[src/rtl/core/gde_pkg.sv]
// shared types and constants of the graph depth-first search engine
package gde_pkg;

    localparam int NODE_W = 7;
    localparam int MODE_W = 2;
    localparam int STAT_W = 2;

    localparam logic [MODE_W-1:0] MODE_ADD_NODE = 2'd0;
    localparam logic [MODE_W-1:0] MODE_ADD_EDGE = 2'd1;
    localparam logic [MODE_W-1:0] MODE_SEARCH   = 2'd2;

    localparam logic [STAT_W-1:0] STAT_OK      = 2'd0;
    localparam logic [STAT_W-1:0] STAT_INVALID = 2'd1;
    localparam logic [STAT_W-1:0] STAT_FULL    = 2'd2;

    typedef enum logic [3:0] {
        ST_IDLE,
        ST_ELEN,
        ST_ERD,
        ST_ECMP,
        ST_EAPP,
        ST_RESP,
        ST_SINIT,
        ST_TOP,
        ST_NBR,
        ST_PUSH,
        ST_POPLD,
        ST_FIN
    } t_state;

    typedef enum logic [3:0] {
        OP_NONE,
        OP_ACCEPT,
        OP_EDGE_INIT,
        OP_EDGE_RD,
        OP_EDGE_CMP,
        OP_EDGE_APP,
        OP_EMIT_STATUS,
        OP_SRCH_INIT,
        OP_POP,
        OP_POP_LD,
        OP_NBR_RD,
        OP_CNT_RD_NBR,
        OP_PUSH,
        OP_EMIT_LAST
    } t_dp_op;

    typedef struct packed {
        logic edge_ok;
        logic dst_ok;
        logic edge_done;
        logic sp_zero;
        logic sp_one;
        logic top_empty;
        logic nbr_take;
        logic out_free;
    } t_dp_stat;

endpackage

[src/rtl/core/gde_ctrl.sv]
// controller state machine sequencing node, edge and search operations
module gde_ctrl
    import gde_pkg::*;
(
    input  logic              i_clk,
    input  logic              i_rst_n,
    input  logic              i_in_valid,
    output logic              o_in_ready,
    input  logic [MODE_W-1:0] i_mode,
    input  t_dp_stat          i_stat,
    output t_dp_op            o_op
);

    t_state r_state, n_state;

    always_ff @(posedge i_clk) begin
        if (!i_rst_n) begin
            r_state <= ST_IDLE;
        end else begin
            r_state <= n_state;
        end
    end

    always_comb begin
        n_state    = r_state;
        o_op       = OP_NONE;
        o_in_ready = 1'b0;
        case (r_state)
            ST_IDLE: begin
                o_in_ready = 1'b1;
                if (i_in_valid) begin
                    o_op = OP_ACCEPT;
                    case (i_mode)
                        MODE_ADD_NODE: n_state = ST_RESP;
                        MODE_ADD_EDGE: n_state = i_stat.edge_ok ? ST_ELEN : ST_RESP;
                        MODE_SEARCH:   n_state = i_stat.dst_ok ? ST_SINIT : ST_RESP;
                        default:       n_state = ST_IDLE;
                    endcase
                end
            end
            ST_ELEN: begin
                o_op    = OP_EDGE_INIT;
                n_state = ST_ERD;
            end
            ST_ERD: begin
                if (i_stat.edge_done) begin
                    n_state = ST_EAPP;
                end else begin
                    o_op    = OP_EDGE_RD;
                    n_state = ST_ECMP;
                end
            end
            ST_ECMP: begin
                o_op    = OP_EDGE_CMP;
                n_state = ST_ERD;
            end
            ST_EAPP: begin
                o_op    = OP_EDGE_APP;
                n_state = ST_RESP;
            end
            ST_RESP: begin
                if (i_stat.out_free) begin
                    o_op    = OP_EMIT_STATUS;
                    n_state = ST_IDLE;
                end
            end
            ST_SINIT: begin
                o_op    = OP_SRCH_INIT;
                n_state = ST_TOP;
            end
            ST_TOP: begin
                if (i_stat.sp_zero) begin
                    n_state = ST_FIN;
                end else if (i_stat.top_empty) begin
                    o_op    = OP_POP;
                    n_state = i_stat.sp_one ? ST_TOP : ST_POPLD;
                end else begin
                    o_op    = OP_NBR_RD;
                    n_state = ST_NBR;
                end
            end
            ST_NBR: begin
                if (i_stat.nbr_take) begin
                    o_op    = OP_CNT_RD_NBR;
                    n_state = ST_PUSH;
                end else begin
                    n_state = ST_TOP;
                end
            end
            ST_PUSH: begin
                if (i_stat.out_free) begin
                    o_op    = OP_PUSH;
                    n_state = ST_TOP;
                end
            end
            ST_POPLD: begin
                o_op    = OP_POP_LD;
                n_state = ST_TOP;
            end
            ST_FIN: begin
                if (i_stat.out_free) begin
                    o_op    = OP_EMIT_LAST;
                    n_state = ST_IDLE;
                end
            end
            default: begin
                n_state = ST_IDLE;
            end
        endcase
    end

    a_accept_idle: assert property (@(posedge i_clk) disable iff (!i_rst_n)
        (o_op == OP_ACCEPT) |-> (r_state == ST_IDLE && i_in_valid))
        else $error("item taken outside idle");

    a_push_after_nbr: assert property (@(posedge i_clk) disable iff (!i_rst_n)
        (o_op == OP_PUSH) |-> ($past(r_state) == ST_NBR || $past(r_state) == ST_PUSH))
        else $error("push without neighbor check");

    a_edge_seq: assert property (@(posedge i_clk) disable iff (!i_rst_n)
        (o_op == OP_EDGE_RD) |=> (o_op == OP_EDGE_CMP))
        else $error("edge compare missing after read");

endmodule

[config.mk]
export PLATFORM = sky130hd
export DESIGN_NAME = gde_ctrl
export DESIGN_NICKNAME = d
export VERILOG_FILES = /design/src/rtl/core/gde_pkg.sv /design/src/rtl/core/gde_ctrl.sv
export SDC_FILE = /design/constraint.sdc
export NUM_CORES = 1
export LEC_CHECK = 0
export BUFFER_PORTS_ARGS = -buffer_cell sky130_fd_sc_hd__buf_2
export CAP_MARGIN = 5
export CORE_AREA = 2 2 39 41
export CTS_CLUSTER_DIAMETER = 60
export CTS_CLUSTER_SIZE = 25
export DETAILED_ROUTE_END_ITERATION = 10
export DIE_AREA = 0 0 41 43
export GPL_ROUTABILITY_DRIVEN = 0
export PLACE_DENSITY = 0.67
export SETUP_SLACK_MARGIN = 0.15
export SLEW_MARGIN = 10
export SYNTH_ARGS = -nofsm -noshare
export SYNTH_HDL_FRONTEND = slang
export SYNTH_SLANG_ARGS = --single-unit
[constraint.sdc]
create_clock -name i_clk -period 1.9 [get_ports i_clk]
set_input_delay 0.38 -clock i_clk [delete_from_list [all_inputs] [get_ports i_clk]]
set_output_delay 0.38 -clock i_clk [all_outputs]
set_load 0.005 [all_outputs]
; After elaboration in Yosys (flattened, before gate mapping)
; Index checks and enable logic that the tools add are counted.
[op_classes]
eq_ne = 16
n_reduce_logical = 6
muxes = 22
[ops]
columns = cell, n
row1 = $pmux W4 S12, 1
row2 = $mux W4, 11
row3 = $pmux W4 S9, 1
row4 = $eq A4 B3 Y1 const B, 4
row5 = $eq A4 B4 Y1 const B, 4
row6 = $mux W3, 3
row7 = $pmux W3 S3, 1
row8 = $eq A4 B2 Y1 const B, 2
row9 = $mux W2, 3
row10 = $reduce_or A2 Y1, 3
row11 = $eq A4 B1 Y1 const B, 1
row12 = $logic_not A4 Y1, 1
row13 = $ne A2 B2 Y1 const B, 2
row14 = $reduce_and A3 Y1, 1
row15 = $eq A2 B1 Y1 const B, 1
row16 = $eq A2 B2 Y1 const B, 1
row17 = $logic_not A2 Y1, 1
row18 = $mux W1, 2
row19 = $ne A2 B1 Y1 const B, 1
[word_totals]
ff_bits = 4
input_bits = 13

; Longest topological paths before layout
; Gate-level depths: netlist of the first run.
[logic_depth]
depth_word = 4
depth_mapped = 6

; Worst setup path before layout of the first run
; No wires, ideal clock.
[synth_timing]
path_kind = register to output
start = register r_state[1]
end = output port o_op[1]
path_stages_with_launch = 5
t_arrival_ns = 1.063
n_path_buf = 1
path_slack_ns = 0.457
cell_sequence = dfxtp_1 > buf_2 > and3b_1 > o311ai_1 > o221ai_1
[synth_via]
elab_chain_len = 2
word_cells_on_any_way = 13
classes_between = eq/ne (11) / mux (1) / reduce/logical (1)
[synth_lines]
columns = element, line
row1 = "start, declared", gde_ctrl.sv:14  ; t_state r_state, n_state;
row2 = "start signal, assigned", gde_ctrl.sv:20  ; r_state <= n_state;
row3 = $eq A4 B4 Y1 (tied with other cells), gde_ctrl.sv:28  ; case (r_state)
row4 = $pmux W4 S12 (*), gde_ctrl.sv:28
row5 = "end, declared", gde_ctrl.sv:11  ; output t_dp_op o_op
; Every way passes the cells marked *; elsewhere a longest branch is shown, timed or not.

; Worst setup path after layout of the first run
[layout_timing]
start = register r_state[3]
end = output port o_op[0]
; Same word-level chain as after synthesis.

==> impl_metrics.yaml, run 1 <==
run_status:
  outcome: "completed"
setup_path:
  cp-startpoint: "r_state[3]"
  crit_chain: "buf_4 > or2_2 > o22ai_1 > buf_2"
  startpoint_type: "register"
  cp_num_cells: 4
  cp-endpoint: "o_op[0]"
  crit_type: "reg -> out"
  max_stage_delay_ns: 0.37
  arrival_ns: 1.34
  critPathMaxFanout: 9
  endpoint_kind: "output port"
  r2r-start: "r_state[3]"
  path_delay_family: "flip-flops"
  reg2reg_slack_ns: 0.35
  cp.buffers_inverters: 2
  critPathSlowestCell: "dfxtp_4"
  rr_worst_depth: 5
  required_ns: 1.52
  reg2reg_to: "r_state[1]"
sta:
  hold_viol: 0
  fin_tns_setup_ns: 0
  final_max_slew_viol_count: 0
  worst_slew_pin_slew_ns: 0.423
  finalCritPeriodShare_pct: 90.5
  slew_headroom_pct: 71.1
  rsz0062_at_grt: "true"
  min_period_ns: 1.72
  setup_violations: 0
  fmax_mhz: 581
  clock_skew_ns: 0.00466
  layout_setup_ws_ns: 0.180
cts:
  root_buffer: "clkbuf_4"
  htree_levels: 1
  clk_latency_ns: 0.23
  numCtsBuffers: 3
  hold_buffers: 0
  cts_tree: "done"
  cts_buffer_depth: 2
  clkSinkCount: 4
  path_clk_slew_ns: 0.03
placement:
  place_area_sq_um: 686
  io_buffers: 17
  hpwlAfterDp_microns: 1220
  dp_slack_ns: 0.119
yosys:
  yosys_warnings: 0
  synth_cell_type_count: 41
  synth_top_area_share_pct: 13.6
  synth_common_cells: "nor2_1 (8), a21oi_1 (6), buf_2 (5), nand2_1 (5), nor2b_1 (5)"
  synthCells: 85
  synth_fp_nets: 98
  syn_area_sq_um: 591
  ys.flop_type: "dfxtp_1"
  synth_area_leaders: "dfxtp_1 (14%), nor2b_1 (5.3%), a21oi_1 (5.1%)"
  ys_seq_area_share_pct: 13.6
  synth-edff-count: 0
  synth-seq-cells: 4
  yosysMostFrequentCell: "nor2_1"
  synthArstFlopShare_pct: 0
  syn_avg_cell_area_sq_um: 6.95
  yosysTopAreaCell: "dfxtp_1"
cells_and_area:
  multi_input_area_sq_um: 487
  stdcell_area_sq_um: 816
  diodes: 0
  largestRegisters: "r_state (4)"
  seqCellArea_sq_um: 95.1
  fin_nets: 127
  nFillCells: 126
  largest_reg_flops: 4
  regMostFlops: "r_state"
  area_delta_synth_final_pct: 38.1
  drive_above_1_share_pct: 40.2
detailed_routing:
  vias: 806
  antenna_left: 0
  drt_iter0_drc: 18
  finalWirelength_microns: 1830
  drt_pass1_iterations: 4
  route.detailed.drc: 0
  post_drt_wl_per_cell_microns: 14.3
  viasPerCell: 6.30
run:
  drv_cap: 0
die:
  initial_core_util_pct: 42.7
  fp.coreArea_sq_um: 1380
  die-area_sq_um: 1760
  die_h_microns: 43
  io_pins: 18
  num_rows: 14
  die_x_microns: 41
global_routing:
  grt_start_max_net_pins: 17
  grt_pass1_wl_microns: 2750
  antenna_found_initial: 0
  grt_remaining_overflow: 0
  track_usage_pct: 22.1
  grt_pass1_vias: 697
pwr:
  ir_worst_vdd_v: 0.000617
  total_leakage_power_nw: 0.356
  power_per_cell_area_nw_per_um2: 1210
  finalPower_mw: 0.989
worst_hold_path:
  holdPathStages: 2
  hold_class: "in -> reg"
==> cell families (layout without fill, tap and decap cells) <==
kind of cell / count (synthesis) / in the layout / synth area share (%)
buf+inv: 8 / 35 / 7.41
simple gates: 41 / 41 / 41.3
flops: 4 / 4 / 13.6
compound gates: 31 / 31 / 35.8
mux: 1 / 1 / 1.91
==> how the worst min path moves through the flow <==
stage / endpoint / startpoint
floorplan: r_state[3] / i_rst_n
global placement: r_state[3] / i_rst_n
detailed placement: r_state[3] / i_rst_n
CTS: r_state[3] / i_rst_n
global route: r_state[3] / i_rst_n
finish: r_state[3] / i_rst_n
==> power breakdown <==
part,switching [mW],internal [mW],total [mW]
sequential,0.0649,0.129,0.194
combinational,0.326,0.367,0.693
clock,0.0319,0.0705,0.102
total,0.422,0.567,0.989
==> metrics by stage <==
stage,instances,utilization (%),hold WS [ns]
finish,128,59.0,0.449
global route,128,59.0,0.461
CTS,123,54.6,0.442
detailed placement,115,49.5,0.693
global placement,115,49.5,0.680
floorplan,85,-,0.534
==> area by class of cell <==
type | count | share of cell area [%]
clock buffers | 3 | 2.76
multi-input cells | 73 | 59.7
repair buffers | 31 | 23.0
flip-flops and latches | 4 | 11.7
well taps | 16 | 2.45
inverters | 1 | 0.460
==> placed cells by master, fill, tap and decap left out, types with 3 or more instances in the layout <==
cell      Yosys  routed
a31oi_1       3       3
nor2_1        8       7
buf_4         2      13
o211ai_1      3       3
buf_2         5      17
clkbuf_4      0       3
nor3_1        4       4
a21oi_1       6       6
nand2_1       5       4
dfxtp_4       0       4
nor2b_1       5       4
nand2b_1      4       4
==> per-layer routing <==
| metal | vias to the layer above | wire, microns | GRT usage (%) | share of wire, % |
|---|---|---|---|---|
| li1 | 382 | - | - | - |
| met1 | 387 | 752 | 25.4 | 41 |
| met2 | 29 | 976 | 39.4 | 53 |
| met3 | 8 | 74 | 1.57 | 4.0 |
| met4 | 0 | 29 | 8.00 | 1.6 |
| met5 | - | 0 | 0 | 0 |
==> what timing repair did <==
action,CTS,global route
buffers inserted,5,5
gates cloned,0,0
setup endpoints to repair,4,4
hold endpoints to repair,0,0
pin swaps,1,3
gates resized for setup,6,8
No activity file was read; power rests on OpenSTA's default activity.
==> inputs of run 2 (changes only) <==
--- a/config.mk
+++ b/config.mk
@@ -7,13 +7,14 @@
 export LEC_CHECK = 0
 export BUFFER_PORTS_ARGS = -buffer_cell sky130_fd_sc_hd__buf_2
 export CAP_MARGIN = 5
-export CORE_AREA = 2 2 39 41
+export CELL_PAD_IN_SITES_DETAIL_PLACEMENT = 2
+export CELL_PAD_IN_SITES_GLOBAL_PLACEMENT = 2
+export CORE_UTILIZATION = 28
 export CTS_CLUSTER_DIAMETER = 60
 export CTS_CLUSTER_SIZE = 25
 export DETAILED_ROUTE_END_ITERATION = 10
-export DIE_AREA = 0 0 41 43
 export GPL_ROUTABILITY_DRIVEN = 0
-export PLACE_DENSITY = 0.67
+export PLACE_DENSITY = 0.77
 export SETUP_SLACK_MARGIN = 0.15
 export SLEW_MARGIN = 10
 export SYNTH_ARGS = -nofsm -noshare
==> impl_metrics.yaml, run 2 (same netlist as run 1, synthesis figures left out) <==
placement:
  hpwlAfterDp_microns: 1800
  place_area_sq_um: 714
  io_buffers: 17
cts:
  hold_buffers: 0
  clk_latency_ns: 0.26
  root_buffer: "clkbuf_4"
  numCtsBuffers: 3
  cts_tree: "done"
  htree_levels: 1
  clkSinkCount: 4
  path_clk_slew_ns: 0.06
  cts_buffer_depth: 2
pwr:
  power_per_cell_area_nw_per_um2: 1370
  total_leakage_power_nw: 0.361
  ir_worst_vdd_v: 0.000587
worst_hold_path:
  min_from: "i_rst_n"
  hold_class: "in -> reg"
cells_and_area:
  drive_above_1_share_pct: 42.7
  final_common_cell: "buf_2"
  nFillCells: 231
  stdcell_area_sq_um: 848
  largestRegisters: "r_state (4)"
  area_delta_synth_final_pct: 43.6
  largest_reg_flops: 4
  post-route-util_pct: 42.8
  final_cell_mix: "buf_2 (17), buf_4 (8), nor2_1 (7)"
  regMostFlops: "r_state"
  multi_input_area_sq_um: 512
  fin_nets: 125
  seqCellArea_sq_um: 92.6
  diodes: 0
detailed_routing:
  post_drt_wl_per_cell_microns: 22.8
  drt_pass1_iterations: 4
  vias: 839
  route.detailed.drc: 0
  viasPerCell: 6.12
  antenna_left: 0
  drt_iter0_drc: 8
  finalWirelength_microns: 3120
global_routing:
  grt_pass1_vias: 848
  track_usage_pct: 28.5
  grt_remaining_overflow: 0
  use_met2_pct: 53.2
  grt_pass1_wl_microns: 4330
  grt_start_max_net_pins: 17
  grt_use_met1_pct: 30.6
  use_met3_pct: 4.53
  top_usage_layer: "met2"
  antenna_found_initial: 0
die:
  fp.coreArea_sq_um: 1980
  die_x_microns: 47.9
  die_h_microns: 47.9
  initial_core_util_pct: 29.8
  num_rows: 16
  die-area_sq_um: 2300
  io_pins: 18
setup_path:
  crit_type: "reg -> out"
  cp-startpoint: "r_state[1]"
  required_ns: 1.52
  startpoint_type: "register"
  r2r-start: "r_state[0]"
  critPathMaxFanout: 6
  arrival_ns: 1.46
  endpoint_kind: "output port"
  reg2reg_slack_ns: 0.23
run:
  drv_cap: 0
sta:
  clock_skew_ns: 0.0101
  fin_tns_setup_ns: 0
  finalCritPeriodShare_pct: 96.9
  worst_slew_pin_slew_ns: 0.353
  setup_violations: 0
  rsz0062_at_grt: "true"
  fmax_mhz: 543
  slew_headroom_pct: 75.8
  final_max_slew_viol_count: 0
  min_period_ns: 1.84
  hold_viol: 0
run_status:
  outcome: "completed"
==> run 2: final cells by class <==
type | instances | area share, %
Multi-Input combinational cell | 73 | 60.3
Inverter | 1 | 0.442
Timing Repair Buffer | 29 | 21.7
Sequential cell | 4 | 10.9
Tap cell | 27 | 3.98
Clock buffer | 3 | 2.65
==> run 2: timing repair <==
action                                  4_1_cts  5_1_grt
setup buffers                                 5        1
endpoints found under the setup margin        4        4
pin swaps                                     2        3
resized for setup                            13        9
==> run 2: critical path: stages, from the launching register on <==
cell      delay [ns]
dfxtp_4         0.38
buf_6           0.11
and3b_1         0.18
o311ai_2        0.22
o221ai_1        0.16
buf_2           0.15
==> run 2: worst paths after layout <==
| path | to | cells past startpoint |
|---|---|---|
| worst min-delay path | r_state[3] | 2 |
| worst max register to register | r_state[1] | 5 |
| worst max-delay path | o_op[1] | 5 |
| worst min register to register | r_state[3] | 3 |
==> run 2: routing by layer <==
metal | share of wire, % | up-vias
li1 | - | 376
met1 | 41 | 432
met2 | 55 | 23
met3 | 2.5 | 8
met4 | 2.2 | 0
met5 | 0 | -
==> run 2: per-stage QoR <==
step	hold slack, ns	cells	total power [mW]	setup WS, ns
finish	0.386	137	1.17	0.0594
global route	0.402	137	1.22	0.0102
CTS	0.411	136	1.04	0.117
detailed placement	0.671	128	0.820	0.205
global placement	0.660	128	0.801	0.211
floorplan	0.534	85	0.577	0.457
==> run 2: power breakdown <==
group	switching (mW)	internal (mW)
clock	0.0619	0.0726
combinational	0.423	0.398
sequential	0.0795	0.130
total	0.564	0.601
==> inputs of run 3 (changes only) <==
--- a/config.mk
+++ b/config.mk
@@ -5,16 +5,16 @@
 export SDC_FILE = /design/constraint.sdc
 export NUM_CORES = 1
 export LEC_CHECK = 0
-export BUFFER_PORTS_ARGS = -buffer_cell sky130_fd_sc_hd__buf_2
 export CAP_MARGIN = 5
 export CELL_PAD_IN_SITES_DETAIL_PLACEMENT = 2
 export CELL_PAD_IN_SITES_GLOBAL_PLACEMENT = 2
-export CORE_UTILIZATION = 28
+export CORE_UTILIZATION = 31
 export CTS_CLUSTER_DIAMETER = 60
 export CTS_CLUSTER_SIZE = 25
 export DETAILED_ROUTE_END_ITERATION = 10
+export DONT_BUFFER_PORTS = 1
 export GPL_ROUTABILITY_DRIVEN = 0
-export PLACE_DENSITY = 0.77
+export PLACE_DENSITY = 0.7
 export SETUP_SLACK_MARGIN = 0.15
 export SLEW_MARGIN = 10
 export SYNTH_ARGS = -nofsm -noshare
==> constraint.sdc (replaced) <==
create_clock -name i_clk -period 2.05 [get_ports i_clk]
set_input_delay 0.41 -clock i_clk [delete_from_list [all_inputs] [get_ports i_clk]]
set_output_delay 0.41 -clock i_clk [all_outputs]
set_load 0.005 [all_outputs]
==> impl_metrics.yaml, run 3 (same netlist as run 1, synthesis figures left out) <==
sta:
  final_max_slew_viol_count: 0
  hold_viol: 0
  finalCritPeriodShare_pct: 87.7
  min_period_ns: 1.80
  rsz0062_at_grt: "false"
  clock_skew_ns: 0.00637
  layout_setup_ws_ns: 0.252
  worst_slew_pin_slew_ns: 0.343
  whs_ns: 0.322
  fmax_mhz: 556
  setup_violations: 0
  slew_headroom_pct: 76.5
  fin_tns_setup_ns: 0
worst_hold_path:
  hold_class: "in -> reg"
  holdPathStages: 1
  whs_endpoint: "r_state[3]"
  min_from: "i_rst_n"
cts:
  htree_levels: 1
  clkSinkCount: 4
  hold_buffers: 0
  root_buffer: "clkbuf_4"
  cts_tree: "done"
  cts_buffer_depth: 2
  path_clk_slew_ns: 0.04
  clk_latency_ns: 0.24
  numCtsBuffers: 3
global_routing:
  grt_remaining_overflow: 0
  use_met3_pct: 1.59
  antenna_found_initial: 0
  top_usage_layer: "met2"
  grt_pass1_wl_microns: 3230
  grt_pass1_vias: 662
  grt_use_met1_pct: 30.0
  grt_start_max_net_pins: 23
  track_usage_pct: 21.3
  use_met2_pct: 36.3
setup_path:
  critPathMaxFanout: 22
  startpoint_type: "register"
  r2r-start: "r_state[2]"
  cp-startpoint: "r_state[3]"
  reg2reg_to: "r_state[1]"
  reg2reg_slack_ns: 0.46
  required_ns: 1.64
  rr_worst_depth: 5
  endpoint_kind: "output port"
  arrival_ns: 1.39
  crit_type: "reg -> out"
pwr:
  power_per_cell_area_nw_per_um2: 1210
  p_int_mw: 0.402
  p_clk_share_pct: 13.4
  seqPwrFrac_pct: 24.2
  switching_share_pct: 47.5
  combPwrFrac_pct: 62.4
  total_leakage_power_nw: 0.225
  finalPower_mw: 0.766
  ir_worst_vdd_v: 0.000405
  p_sw_mw: 0.364
detailed_routing:
  viasPerCell: 6.01
  drt_pass1_iterations: 4
  post_drt_wl_per_cell_microns: 18.5
  vias: 655
  drt_iter0_drc: 5
  antenna_left: 0
  route.detailed.drc: 0
  finalWirelength_microns: 2020
cells_and_area:
  post-route-util_pct: 36.0
  largestRegisters: "r_state (4)"
  nFillCells: 233
  diodes: 0
  stdcell_area_sq_um: 634
  final_cell_mix: "nor2_1 (8), a21oi_1 (6), nand2_1 (5), nor2b_1 (5)"
  area_delta_synth_final_pct: 7.42
  largest_reg_flops: 4
  final_common_cell: "nor2_1"
  instances_no_fill: 109
  regMostFlops: "r_state"
  drive_above_1_share_pct: 15.5
  fin_nets: 99
run:
  drv_cap: 0
die:
  io_pins: 18
  fp.coreArea_sq_um: 1760
  die-area_sq_um: 2080
  die_x_microns: 45.6
  die_h_microns: 45.6
  initial_core_util_pct: 33.5
  num_rows: 15
placement:
  io_buffers: 0
  place_area_sq_um: 604
  dp_slack_ns: 0.261
  hpwlAfterDp_microns: 1570
  place_inst: 106
run_status:
  outcome: "completed"
==> run 3: layout make-up <==
type | instances | area [sq um] | share of cell area, %
Clock buffer | 3 | 22.5 | 3.55
Inverter | 1 | 3.75 | 0.592
Multi-Input combinational cell | 73 | 467 | 73.6
Tap cell | 25 | 31.3 | 4.93
Timing Repair Buffer | 3 | 22.5 | 3.55
Sequential cell | 4 | 87.6 | 13.8
==> run 3: critical path: stages (launching register included) <==
cell and delay (ns):
dfxtp_2 0.42, and3b_1 0.23, o311ai_1 0.29, o221ai_1 0.21
==> run 3: timing repair <==
item                                    CTS  global route
endpoints found under the setup margin    4             4
gates cloned                              0             0
setup buffers                             0             0
gates resized for setup                   2             3
pin swaps                                 0             0
==> run 3: per-layer routing <==
| metal | vias up | part of all wire (%) |
|---|---|---|
| li1 | 324 | - |
| met1 | 316 | 48 |
| met3 | 0 | 3.0 |
| met2 | 15 | 49 |
| met4 | 0 | 0 |
| met5 | - | 0 |
==> run 3: power groups by stage <==
stage / Sequential, mW / Combinational (mW) / Clock [mW]
global route: 0.194 / 0.530 / 0.110
CTS: 0.176 / 0.483 / 0.0989
global placement: 0.174 / 0.463 / 0
detailed placement: 0.176 / 0.480 / 0
finish: 0.185 / 0.478 / 0.103
floorplan: 0.125 / 0.410 / 0
==> run 3: how the worst max path moves through the flow <==
stage | to | slack (ns) | depth (start not counted)
floorplan | o_op[1] | 0.58 | 4
global placement | o_op[3] | 0.29 | 2
detailed placement | o_op[3] | 0.26 | 2
CTS | o_op[1] | 0.16 | 4
global route | o_op[1] | 0.18 | 3
finish | o_op[1] | 0.25 | 3
